File: config.mk
export PLATFORM = sky130hd
export DESIGN_NAME = dlm_mul
export DESIGN_NICKNAME = d
export VERILOG_FILES = /design/src/design/dlm_mul.sv
export SDC_FILE = /design/constraint.sdc
export NUM_CORES = 2
export LEC_CHECK = 0
export BUFFER_PORTS_ARGS = -buffer_cell sky130_fd_sc_hd__buf_2
export CAP_MARGIN = 5
export CORE_MARGIN = 10
export CORE_UTILIZATION = 31
export CTS_BUF_LIST = sky130_fd_sc_hd__clkbuf_8
export CTS_CLUSTER_DIAMETER = 150
export CTS_CLUSTER_SIZE = 25
export DETAILED_ROUTE_END_ITERATION = 10
export HOLD_SLACK_MARGIN = 0.12
export PLACE_DENSITY_LB_ADDON = 0.25
export SLEW_MARGIN = 25
export SYNTH_ARGS = -nofsm -noshare
export SYNTH_HDL_FRONTEND = slang
export SYNTH_SLANG_ARGS = --single-unit
File: constraint.sdc
create_clock -name clk -period 13.8 [get_ports clk]
set_input_delay 2.76 -clock clk [delete_from_list [all_inputs] [get_ports clk]]
set_output_delay 2.76 -clock clk [all_outputs]
set_load 0.005 [all_outputs]
File: src/design/dlm_mul.sv
// Shared 32x32 unsigned multiplier with registered product.
module dlm_mul (
  input  logic        clk,
  input  logic [31:0] a,
  input  logic [31:0] b,
  output logic [63:0] p
);

  always_ff @(posedge clk) begin
    p <= 64'(a) * 64'(b);
  end

endmodule

* Word level (Yosys, flattened, before mapping)
Cells that the tools add are included.
Widths: inputs -> output; s select.
** Cells by class
- Add/sub/neg operators :: 0
- $mul :: 1
- Divide/modulo/power cells :: 0
- Order comparisons :: 0
- Equality and inequality tests :: 0
- Shift-type cells :: 0
- Mux-type cells :: 0
- Bitwise operators :: 0
- Reduce and logical (&&, ||, !) cells :: 0
** Operators with widths (number)
- $mul 32x32->64 :: 1
** Word-level totals
- Register bits after elaboration :: 64
- Latch bits :: 0
- RAM bits :: 0
- Memory bits (read-only) :: 0
- Word-level logic and storage cells :: 2
- Memories kept :: 0

* Depth between registers and ports, before layout
- Depth after elaboration :: 1
- Depth in mapped cells :: 29

* Least setup slack after synthesis
No wires, ideal clock.
- Path kind :: input to register
- Start point :: in a[25]
- End point :: reg p[62]
- Library setup time :: 0.072 ns
- Arrival :: 9.441 ns
- Slack :: 4.287 ns
- Stages :: 25
- Path through :: clkbuf_1 nand2_1 fa_1 inv_1 fa_1 inv_1 fa_1 inv_1 fa_1 fa_1 fa_1 fa_1 inv_1 fa_1 inv_1 ha_1 buf_2 nand4_1 or4_1 or3_1 a31oi_1 a31o_2 a211oi_1 o21ai_1 xor2_1
** On the way
- Word-level cells in the longest chain between the ends :: 1
** Ends and longest elaborated chain
- start, declared :: line 4 : input logic [31:0] a,
- $mul 32x32->64 :: line 10 : p <= 64'(a) * 64'(b);
- end signal, assigned :: line 10
- end, declared :: line 6 : output logic [63:0] p
No other way between the ends.

* Final worst setup path
- Start point :: in a[26]
- End point :: reg p[62]
The elaborated chain is that of the path after synthesis.

==> metrics.md <==
| Metric | Value |
|---|---|
| Die Y | `~350 um` |
| Yosys top cell by area | `fa_1` |
| # rows | `approximately 120` |
| WL/cell | `19.2 um` |
| Cell count after synthesis | `roughly 3700` |
| Hold Vio Cnt, Final | `0` |
| Dpl ws | `around 3 ns` |
| Grt ovf | `0` |
| Unique masters post-synth | `57` |
| F_max | `between 90 and 100 MHz` |
| # H-tree levels | `3` |
| Die area | `approximately 130000 um2` |
| Largest cells by area after synthesis | `fa_1 (52%), and2_1 (11%), ha_1 (9.5%), inv_1 (9.4%), nand2_1 (5.2%)` |
| Final Instance Area | `approximately 37000 um2` |
| Fin crit share | `75.8%` |
| Final setup viols | `0` |
| Pins Over Slew Limit | `0` |
| Max FFs per register | `64` |
| DRC Markers | `0` |
| Global placer's final weighted congestion | `between 0.8 and 0.9` |
| DR vias/cell | `between 4 and 5` |
| CP dominant cell by count | `fa_1` |
| Arrival @ worst endpoint | `about 11 ns` |
| Synth Net Count | `approximately 5000` |
| Antenna violation net count after detailed routing | `0` |
| Min-delay worst type | `input pin to flip-flop` |
| RSZ-0062 raised after global routing | `false` |
| Via count | `between 20000 and 25000` |
| Setup CP Type | `input pin to flip-flop` |
| Final Critical Period | `10.46 ns` |
| Post-CTS Setup Inserts | `0` |
| Drt pass-1 iters | `5` |
| Area Growth Syn to Fin | `5.71%` |
| Status | `completed` |
| Post-synth ARST share | `0%` |
| All-Layer GR Usage | `16.2%` |
| Clock Path Buffers | `2` |
| CP Max Fanout | `32` |
| First-pass GRT wire length | `158 mm` |
| Crit. End Element | `flip-flop` |
| Synth top area share | `about half` |
| Clock sink count | `64` |
| Most frequent cells after synthesis | `fa_1 (896), inv_1 (865), and2_1 (602)` |
| Slowest stage delay, CP | `~0.63 ns` |
| Worst Tran Pin Value | `approximately 0.95 ns` |
| Avg Cell Area, Syn | `slightly above 9 um2` |
| Routed WL | `around 100 mm` |
| DRT iter0 DRCs | `~1100` |
| Slew headroom | `between 30 and 40%` |
| Initial Utilization | `a little under a third` |
| Final #Nets | `between 4000 and 5000` |
| Largest reg by FF count | `p` |
| # port buffers | `about 130` |
| Sequential element share of the synthesized area | `between 3 and 4%` |
| Layout cells sized above 1 | `under 10%` |
| Synth warn | `0` |
| Core area | `between 100000 and 150000 um2` |
| Initial antenna violation count | `18` |
| Crit path capture | `p[62]` |
| Cts repair resizes | `0` |
| Maxcap violations | `0` |
| Worst setup margin | `around 3.3 ns` |
| TritonCTS clock tree | `yes` |
| Critical Path Source | `a[26]` |
| Root Driver | `clkbuf_8` |
| Crit path launch type | `input pin` |
| # hold bufs at CTS | `0` |
| Largest regs | `p (64)` |
| Largest net degree at the start of global routing | `33` |
| Die Wd | `approximately 350 um` |
| Critical-path top delay cell | `buf_2` |
| Ys flop type | `dfxtp_1` |
| Setup_tns | `0 ns` |
| Vias in the first global route | `between 20000 and 30000` |
| HPWL Detailed | `just over 80 mm` |
| Num CTS Buffers | `9` |
| CP Data Required Time | `roughly 14 ns` |
| Synthesis-stage register bit count | `64` |
| Most common cell in the netlist | `fa_1` |
| Worst-path clk slew | `0.08 ns` |
| Synth Cell Area | `approximately 35000 um2` |
| EDFF count, synth | `0` |
| I/O pins | `about 130` |
| Placed Instance Area | `between 30000 and 40000 um2` |
per-stage QoR:
step | cells | hold WS, ns | utilization [%]
CTS | 5169 | 2.97 | 33.1
floorplan | 3748 | 2.89 | -
detailed placement | 5153 | 3.14 | 32.9
global route | 5171 | 3.01 | 33.1
global placement | 5153 | 3.14 | 32.9
finish | 5174 | 2.99 | 33.1
cell type report:
| cell class | instances | area [um2] |
|---|---|---|
| Timing Repair Buffer | 137 | 708 |
| Sequential cell | 64 | 1280 |
| Clock buffer | 11 | 151 |
| Fill cell | 11700 | 74200 |
| Multi-Input combinational cell | 2599 | 29300 |
| Antenna cell | 5 | 12.5 |
| Tap cell | 1488 | 1860 |
| Clock inverter | 5 | 78.8 |
| Inverter | 865 | 3250 |
worst min path at each step:
stage,from,endpoint,depth (start not counted),slack [ns]
finish,b[0],p[0],2,2.99
CTS,b[0],p[0],2,2.97
floorplan,b[0],p[0],1,2.89
global route,b[0],p[0],2,3.01
global placement,p[41],p[41],1,3.14
detailed placement,p[2],p[2],1,3.14
cell families after synthesis:
logic type	count (synthesis)	share of synthesized area (%)
and+or+nand+nor	1177	17.6
adders and majority gates	1159	61.2
buffers and inverters	1085	11.8
AOI/OAI and AO/OA	202	4.15
DFF	64	3.69
xor gates and xnor gates	60	1.52
muxes	1	0.0289
layout by cell type (no fill, tap or decap), types with 4 or more instances in the layout:
master and count:
and2_1 602, nor3_1 7, nand3_1 10, o21bai_1 10, buf_2 128, diode_2 5
a21o_1 40, nand4_1 23, nor2_1 20, dfxtp_1 64, a21oi_1 63, fa_1 896
and3_1 14, a31oi_1 12, buf_4 9, ha_1 263, a221o_1 4, o21ai_0 21
o21ai_1 5, inv_1 865, xor2_1 25, clkbuf_8 11, xnor2_1 35, o21a_1 9
nand2_1 480
worst max-delay path: cells and delay by family:
family | cells | cell delay, ns
and+or+nand+nor | 4 | 1.37
adders and majority gates | 9 | 4.30
AOI/OAI and AO/OA | 4 | 1.21
xor gates and xnor gates | 1 | 0.15
buffers and inverters | 7 | 0.99
per-layer routing:
layer / part of all wire, % / track usage, %
met1: 41 / 20.2
met2: 52 / 29.0
met3: 3.5 / 1.87
met4: 3.6 / 4.79
met5: 0.055 / 0
Power is left out: the tool's default activity adds up to more than one toggle a clock period on the data nets, which glitch-free logic cannot reach.
