`src/design/dlm_div.sv`:
```
// Bit-serial restoring divider, one quotient bit per cycle.
module dlm_div #(
  parameter int DVD_W = 48,
  parameter int DVS_W = 24
) (
  input  logic             clk,
  input  logic             rst,
  input  logic             start,
  input  logic [DVD_W-1:0] dividend,
  input  logic [DVS_W-1:0] divisor,
  output logic [DVD_W-1:0] quotient,
  output logic             done
);

  localparam int CNT_W = $clog2(DVD_W + 1);

  logic             busy;
  logic [CNT_W-1:0] cnt;
  logic [DVS_W:0]   rem;
  logic [DVD_W-1:0] quo;
  logic [DVS_W:0]   rem_sh;
  logic             ge;

  always_comb begin
    rem_sh = {rem[DVS_W-1:0], quo[DVD_W-1]};
    ge     = rem_sh >= {1'b0, divisor};
  end

  always_ff @(posedge clk) begin
    if (rst) begin
      busy <= 1'b0;
      done <= 1'b0;
      cnt  <= '0;
    end else begin
      done <= 1'b0;
      if (start) begin
        busy <= 1'b1;
        cnt  <= '0;
        rem  <= '0;
        quo  <= dividend;
      end else if (busy) begin
        rem <= ge ? rem_sh - {1'b0, divisor} : rem_sh;
        quo <= {quo[DVD_W-2:0], ge};
        cnt <= cnt + 1'b1;
        if (cnt == CNT_W'(DVD_W - 1)) begin
          busy <= 1'b0;
          done <= 1'b1;
        end
      end
    end
  end

  assign quotient = quo;

endmodule

```
`config.mk`:
```
export PLATFORM = sky130hd
export DESIGN_NAME = dlm_div
export DESIGN_NICKNAME = d
export VERILOG_FILES = /design/src/design/dlm_div.sv
export SDC_FILE = /design/constraint.sdc
export NUM_CORES = 1
export LEC_CHECK = 0
export BUFFER_PORTS_ARGS = -buffer_cell sky130_fd_sc_hd__buf_2
export CAP_MARGIN = 20
export CORE_MARGIN = 4
export CORE_UTILIZATION = 54
export DETAILED_ROUTE_END_ITERATION = 7
export PLACE_DENSITY = 0.84
export REMOVE_ABC_BUFFERS = 1
export SLEW_MARGIN = 20
export SYNTH_ARGS = -nofsm -noshare
export SYNTH_HDL_FRONTEND = slang
export SYNTH_SLANG_ARGS = --single-unit
```
`constraint.sdc`:
```
create_clock -name clk -period 6.53 [get_ports clk]
set_input_delay 1.6325 -clock clk [delete_from_list [all_inputs] [get_ports clk]]
set_output_delay 1.6325 -clock clk [all_outputs]
set_load 0.01 [all_outputs]
```
# == Yosys cells after proc, flatten, opt, wreduce, memory -nomap -nowiden ==
# Cells that the tools add are included.
# op_classes
bitwise,2
addsub,2
n_reduce_logical,4
n_mux,8
order_cmp,1
eq_ne,1
# ops
cell,n
48-bit two-way mux,2
24-bit two-way mux,2
25-bit by 24-bit >= comparator with 1-bit output,1
24-bit subtractor,1
6-bit by 1-bit adder with 6-bit output (second input constant),1
6-bit == test (second input constant),1
1-bit two-way mux,4
3-bit OR reduction,1
1-bit NOT,2
2-bit AND reduction,1
2-bit nonzero test,1
2-bit OR reduction,1
# word_totals
regBits,80
word_cells,23
out_inout_bits,49
input_bits,75

# == Logic depth before layout (Yosys ltp) ==
# Gate-level depths: netlist of the first run.
# depth
ltp_word,4
depth_mapped,11
mapped_depth_nobuf,10

# == Worst setup path after synthesis of the first run ==
# No wires, ideal clock.
# synth_timing
path_kind,input to register
startpoint,input port start
endpoint,"register quo[0] (netlist: quotient[0]), enable pin"
cell_stages,4
required_time_ps,6027
arrival_time_ps,5246
setup_slack_ps,781
path_cell_list,clkbuf_1 > clkbuf_1 > nor2_1 > nor2_1
# synth_between
elab_chain_cells,2
# synth_lines
element,line_no,source
"start, declared",8,"input logic start,"
2-bit nonzero test (no line),n/a,
2-bit AND reduction (no line),n/a,
"end signal, assigned",40,quo <= dividend;
"end signal, assigned",43,"quo <= {quo[DVD_W-2:0], ge};"
"end, declared",20,logic [DVD_W-1:0] quo;
# No other way between the ends.
# A chain may end at the register's enable or synchronous reset.

# == Worst setup path after layout of the first run ==
# layout_timing
startpoint,input port divisor[3]
endpoint,"register rem[18], data pin"
# layout_between
elab_chain_cells,3
# layout_lines
element,line_no,source
"start, declared",10,"input logic [DVS_W-1:0] divisor,"
24-bit subtractor / 25-bit by 24-bit >= comparator with 1-bit output (equally long branches),"42, 26",
24-bit two-way mux *,42,"rem <= ge ? rem_sh - {1'b0, divisor} : rem_sh;"
24-bit two-way mux *,41,end else if (busy) begin
"end signal, assigned",42,
"end, declared",19,logic [DVS_W:0] rem;
# Every way passes the cells marked *; elsewhere a longest branch is shown, timed or not. The select of a mux whose other input is x is not followed.

==> metrics.md, run 1 <==
| Metric | Value |
|---|---|
| Worst Tran Pin Value | 0.920 ns |
| Synth Area in Simple Gates | 11.7% |
| Crit start category | input port |
| Area grow syn2layout | 17.5% |
| ANT cells | 0 |
| Skew-Pair Late Insertion Delay | 0.36 ns |
| Synthesized area | 4930 sq um |
| Post-Route WL | 11,100 microns |
| Total Power | 1.41 mW |
| Total clock sinks | 80 |
| Critical path launch point | divisor[3] |
| Root Buffer | clkbuf_8 |
| RSZ-0062 raised after global routing | false |
| Max-slew headroom | 38.7% |
| WL per Instance | 16.1 microns |
| Clock slew at reported path FFs | 0.09 ns |
| Count of final setup violators | 0 |
| Part of the Yosys area used for sequential elements | 47.1% |
| Cells after Synth | 461 |
| Fmax | 264 MHz |
| Fin crit period | 3.79 ns |
| Critical Path End Type | flop |
| Gpl congestion | 0.954 |
| Adder-cell area share of the yosys netlist | 6.74% |
| Mux cell area share after synthesis | 12.6% |
| Vias in the first global route | 3,988 |
| XOR/XNOR Fraction of Synth Area | 3.37% |
| Grt ovf | 0 |
| Initial antenna violation count | 0 |
| Hold/Removal Path Class | flop to flop |
| Netlist cell types | 54 |
| Area of the core | 8810 sq um |
| Total CTS buffers | 9 |
| Vias | 3,895 |
| Ports | 124 |
| MaxCap Viol Count | 0 |
| 1st-iter DRT viols | 204 |
| Main synth FF type | edfxtp_1 |
| Commonest cells in the netlist | edfxtp_1 (72), nor2_1 (49), mux2_2 (48) |
| Syn avg cell area | 10.7 sq um |
| Slowest CP cell | a311o_4 |
| Rows | 34 |
| Hold_ws | 0.500 ns |
| Die X | 104 microns |
| Worst path cell trace | buf_2, inv_1, ha_1, nand2_1, a211oi_1, o21ai_1, nand2_2, a311o_4, nand2b_1, o32ai_1 |
| Fin util | 65.8% |
| CTS Hold Bufs | 0 |
| Initial Util | 56.0% |
| Critical hold path startpoint | cnt[5]$_SDFFE_PP0P_ |
| First-pass DRT Iterations | 5 |
| TNS Setup | 0 ns |
| Top-count cell post-synth | edfxtp_1 |
| Cell taking the most area after synthesis | edfxtp_1 |
| Outcome | completed |
| Post-synthesis async set-or-reset flop share | 0% |
| Share of cells above drive strength 1 | 35.1% |
| Setup repair bufs after CTS | 0 |
| Arr. time, crit path | 3.97 ns |
| Post_cts resized | 0 |
| Htree depth | 3 |
| Period Utilization, post-route | 58.1% |
| Clock skew | 0.0158 ns |
| Detailed Place HPWL | 7980 microns |
| Maximum fanout along the worst path | 40 |
| Worst VDD drop | 0.149 mV |
| DRC | 0 |
| Vias per Instance | 5.67 |
| Crit-path max cell delay | 0.59 ns |
| Reg2reg start | rem[18]$_SDFFCE_PP0P_ |
| Die height | 104 microns |
| Post-synth EDFFs | 72 |
| Combinational family with the most area after synthesis | compound AO/OA/AOI/OAI gates |
| Largest net degree at the start of global routing | 79 |
| Top cell type's share of synthesized area | 43.8% |
| LEAKAGE | 2.42 nW |
| Nets@finish | 675 |
| TritonCTS clock tree | built |
| First-pass GRT wire length | 18,600 microns |
| Pwr Density | 243 nW/um^2 |
| IO Port Bufs | 123 |
| Routed Antenna Nets | 0 |
| Seq cells post-synth | 80 |
| Largest cells by area after synthesis | edfxtp_1 (44%), mux2_2 (11%), ha_1 (6.3%) |
| Synth Area in Compound Gates | 13.5% |
| Critical Path RT | 6.71 ns |
| GRT Resource Usage Total | 20.7% |
| Clock tree buffer depth | 2 |
| Crit Path Category | input port to flop |
| Final number of max-transition violations | 0 |
| Die area | 10,700 sq um |
| Yosys warns | 0 |
| Final hold violation count | 0 |
-- worst max-delay path, delay by kind of cell --
family / cells / cell delay, ns
adders and majority gates: 1 / 0.35
and+or+nand+nor: 3 / 0.48
buffers and inverters: 2 / 0.12
AOI/OAI and AO/OA: 4 / 1.35
-- metrics by stage --
| step | cell area [sq um] | std cells | worst slack, ns |
|---|---|---|---|
| 2_1_floorplan | 4810 | 438 | 1.34 |
| 3_3_place_gp | 5590 | 671 | 2.50 |
| 3_5_place_dp | 5590 | 671 | 2.40 |
| 4_1_cts | 5800 | 687 | 2.77 |
| 5_1_grt | 5800 | 687 | 2.52 |
| 6_report | 5800 | 687 | 2.74 |
-- worst paths after layout --
kind / endpoint / slack (ns) / depth (start not counted)
max: rem[18]$_SDFFCE_PP0P_ / 2.74 / 10
min: cnt[5]$_SDFFE_PP0P_ / 0.50 / 2
max reg2reg: rem[18]$_SDFFCE_PP0P_ / 3.69 / 8
min reg2reg: cnt[5]$_SDFFE_PP0P_ / 0.50 / 2
-- kinds of logic (layout without fill, tap and decap cells) --
kind of cell | after synthesis | count (layout)
xor+xnor | 19 | 19
buf+inv | 57 | 175
mux | 56 | 56
fa+ha+maj | 26 | 26
flops | 80 | 80
compound gates | 97 | 97
simple gates | 126 | 126
-- per-layer routing --
layer	routed length, microns	vias to the layer above	GRT usage, %	share of wire (%)
li1	-	1916	-	-
met5	0	-	0	0
met3	834	18	4.91	7.5
met2	5400	157	35.0	49
met1	4710	1804	26.8	43
met4	129	0	5.60	1.2
-- registers in the layout, indices dropped and copies added, names as in the netlist --
name / flops
done: 1
quotient: 48
cnt: 6
rem: 24
busy: 1
-- final cells by class --
type                            count  area [sq um]
Clock inverter                      7          85.1
Sequential cell                    80          2320
Fill cell                         685          3010
Inverter                           34           128
Clock buffer                        9           124
Timing Repair Buffer              125           631
Tap cell                          108           135
Multi-Input combinational cell    324          2370
-- power breakdown --
part           switching [mW]  internal (mW)
Clock                   0.213          0.186
Combinational           0.216          0.163
Sequential             0.0210          0.611
-- placed cells by master (no fill, tap or decap), types with 4 or more instances in the layout --
| cell type | count |
|---|---|
| nor2b_1 | 4 |
| a211oi_1 | 6 |
| a21oi_1 | 30 |
| xor2_1 | 9 |
| inv_1 | 34 |
| edfxtp_1 | 72 |
| nand2b_1 | 9 |
| mux2_2 | 48 |
| buf_2 | 123 |
| nor3_1 | 4 |
| nor2_1 | 48 |
| nand4_1 | 6 |
| nand2_1 | 34 |
| ha_1 | 25 |
| nand3_1 | 5 |
| mux2i_1 | 8 |
| a211oi_2 | 7 |
| clkbuf_8 | 9 |
| dfxtp_1 | 8 |
| o21a_1 | 4 |
| o21ai_0 | 18 |
| xnor2_1 | 10 |
Note: power is estimated with default switching activity, not from simulation.
==> run 2, diff against run 1 <==
--- a/config.mk
+++ b/config.mk
@@ -8,9 +8,9 @@
 export BUFFER_PORTS_ARGS = -buffer_cell sky130_fd_sc_hd__buf_2
 export CAP_MARGIN = 20
 export CORE_MARGIN = 4
-export CORE_UTILIZATION = 54
+export CORE_UTILIZATION = 49
 export DETAILED_ROUTE_END_ITERATION = 7
-export PLACE_DENSITY = 0.84
+export PLACE_DENSITY = 0.8
 export REMOVE_ABC_BUFFERS = 1
 export SLEW_MARGIN = 20
 export SYNTH_ARGS = -nofsm -noshare
==> constraint.sdc (replaced) <==
create_clock -name clk -period 3.4 [get_ports clk]
set_input_delay 0.85 -clock clk [delete_from_list [all_inputs] [get_ports clk]]
set_output_delay 0.85 -clock clk [all_outputs]
set_load 0.01 [all_outputs]
==> run 2 against run 1 <==
Cell area increased by 2.7%. Sequential power increased by 91%. Total power increased by 92%. Via count increased by 2.4%. Wire length increased by 3.7%. Die area increased by 9.4%. Setup slack got worse by 2.3 ns. Critical endpoint is now rem[1]$_SDFFCE_PP0P_. Register-to-register slack got worse by 3.2 ns. Sequential cell count unchanged. Sequential share of layout area decreased by 1.1 points. Clock skew increased by 0.0022 ns. Largest cell class unchanged.
==> metrics.md, run 2 (same netlist as run 1, synthesis figures left out) <==
| Metric | Value |
|---|---|
| Outcome | completed |
| Total clock sinks | 80 (unchanged) |
| Critical Path End Type | flop |
| Initial Util | 50.5% (-5.6 points) |
| Rows | 36 (+5.9%) |
| Most common cell after layout, fill and taps aside | buf_2 |
| Dpl cells | 713 (+6.3%) |
| Initial antenna violation count | 0 (unchanged) |
| Total CTS buffers | 9 (unchanged) |
| Reg2reg setup slack | 0.53 ns (-3.16 ns) |
| Fin crit period | 2.99 ns |
| Worst Tran Pin Value | 0.535 ns (-0.385 ns) |
| Hold/Removal Path Class | flop to flop |
| Slowest CP cell | ha_1 |
| LEAKAGE | 2.49 nW (+3.1%) |
| Final number of max-transition violations | 0 (unchanged) |
| CTS Hold Bufs | 0 (unchanged) |
| Die area | 11,700 sq um (+9.4%) |
| Count of final setup violators | 0 (unchanged) |
| TritonCTS clock tree | built |
| Area grow syn2layout | 20.7% |
| Area of the core | 9770 sq um (+11%) |
| Clock slew at reported path FFs | 0.09 ns (about the same) |
| GRT Resource Usage Total | 20.0% (-0.74 points) |
| Maximum fanout along the worst path | 29 (-28%) |
| Clock skew | 0.0179 ns (+0.00216 ns) |
| DRC | 0 (unchanged) |
| Fin util | 60.9% (-4.9 points) |
| Skew-Pair Late Insertion Delay | 0.37 ns (about the same) |
| MaxCap Viol Count | 0 (unchanged) |
| Largest net degree at the start of global routing | 79 (unchanged) |
| Vias | 3,989 (+2.4%) |
| Die height | 108 microns (+4.6%) |
| Detailed Place HPWL | 8570 microns (+7.4%) |
| Final hold violation count | 0 (unchanged) |
| Nets@finish | 692 (+2.5%) |
| Critical Path RT | 3.58 ns (-3.13 ns) |
| Layout Cells excl Fill | 729 (+6.1%) |
| Routed Antenna Nets | 0 (unchanged) |
| Max reg flops | 48 (unchanged) |
| IO Port Bufs | 123 (unchanged) |
| ANT cells | 0 (unchanged) |
| Fmax | 335 MHz |
| Htree depth | 3 (unchanged) |
| Gpl congestion | 0.970 (+1.7%) |
| Period Utilization, post-route | 87.9% |
| CP Buf/Inv Count | 3 (+1) |
| Final instance area | 5950 sq um (+2.7%) |
| First-pass DRT Iterations | 5 (unchanged) |
| WL per Instance | 15.8 microns (-2.3%) |
| Die X | 108 microns (+4.6%) |
| Arr. time, crit path | 3.17 ns (-0.80 ns) |
| Crit Path Category | input port to flop |
| DP Area | 5760 sq um (+3.1%) |
| First-pass GRT wire length | 18,500 microns (-0.41%) |
| Worst setup margin | 0.413 ns (-2.33 ns) |
| Ports | 124 (unchanged) |
| Post_cts resized | 0 (unchanged) |
| Max-slew headroom | 64.3% (+26 points) |
| Vias in the first global route | 3,979 (-0.23%) |
| RSZ-0062 raised after global routing | false |
| Hold_ws | 0.503 ns (+0.00266 ns) |
| Post-Route WL | 11,500 microns (+3.7%) |
| Grt ovf | 0 (unchanged) |
| Crit-path max cell delay | 0.42 ns (-0.17 ns) |
| Crit start category | input port |
| 1st-iter DRT viols | 185 (-9.3%) |
| Worst path cell trace | buf_2, inv_1, ha_1, nand4_1, nor3_1, nand3_1, a22oi_1, a311o_4, buf_4, nor2_1, a211oi_1 |
| Root Buffer | clkbuf_8 |
| Pre-CTS WS | 0.0501 ns (-2.35 ns) |
| Commonest cells after routing, fill and taps aside | buf_2 (123), edfxtp_1 (72), mux2_2 (48), nor2_1 (48) |
| Vias per Instance | 5.47 (-3.5%) |
| Pwr Density | 455 nW/um^2 (+87%) |
| Clock tree buffer depth | 2 (unchanged) |
| Top delay family on crit path | compound AO/OA/AOI/OAI gates |
| Share of cells above drive strength 1 | 36.7% (+1.7 points) |
| Setup repair bufs after CTS | 0 (unchanged) |
| Worst VDD drop | 0.261 mV (+75%) |
## run 2: changes by cell type in the layout (fill, tap and decap cells not counted), sizes merged
cell      delta
buf         +17
inv          -3
clkinv       +2
clkinvlp     +1
## run 2: power by group
part	switching (mW)	total, mW	internal (mW)
sequential	0.0410	1.21	1.17
combinational	0.432	0.781	0.349
clock	0.376	0.715	0.339
total	0.849	2.71	1.86
## run 2: worst paths after layout
check	to	depth (start not counted)	startpoint
worst max register to register	rem[1]$_SDFFCE_PP0P_	9	rem[18]$_SDFFCE_PP0P_
worst min-delay path	cnt[5]$_SDFFE_PP0P_	2	cnt[5]$_SDFFE_PP0P_
worst max-delay path	rem[1]$_SDFFCE_PP0P_	11	divisor[19]
worst min register to register	cnt[5]$_SDFFE_PP0P_	2	cnt[5]$_SDFFE_PP0P_
## run 2: cell type report
cell class / instances / area (sq um)
Sequential cell: 80 / 2320
Clock inverter: 7 / 71.3
Multi-Input combinational cell: 324 / 2370
Clock buffer: 9 / 124
Fill cell: 831 / 3820
Timing Repair Buffer: 142 / 771
Tap cell: 133 / 166
Inverter: 34 / 128
## run 2: worst reg2reg max path: stages, from the launching register on
cell	delay [ns]
edfxtp_1	0.45
ha_1	0.46
nand4_1	0.22
nor3_1	0.32
nand3_1	0.12
a22oi_1	0.20
a311o_4	0.42
buf_4	0.23
nor2_1	0.04
a211oi_1	0.23
## run 2: stage by stage
step | total power [mW] | TNS (ns)
after floorplan | 1.75 | -72.55
after global placement | 1.98 | 0
after detailed placement | 2.01 | 0
after CTS | 2.72 | 0
after global routing | 2.86 | 0
final | 2.71 | 0
## run 2: layer usage
| metal | global-route usage [%] | up-vias | wire length [microns] |
|---|---|---|---|
| met4 | 6.40 | 0 | 126 |
| met2 | 32.7 | 134 | 5560 |
| met1 | 26.2 | 1902 | 5010 |
| li1 | - | 1942 | - |
| met5 | 0 | - | 0 |
| met3 | 4.96 | 11 | 784 |
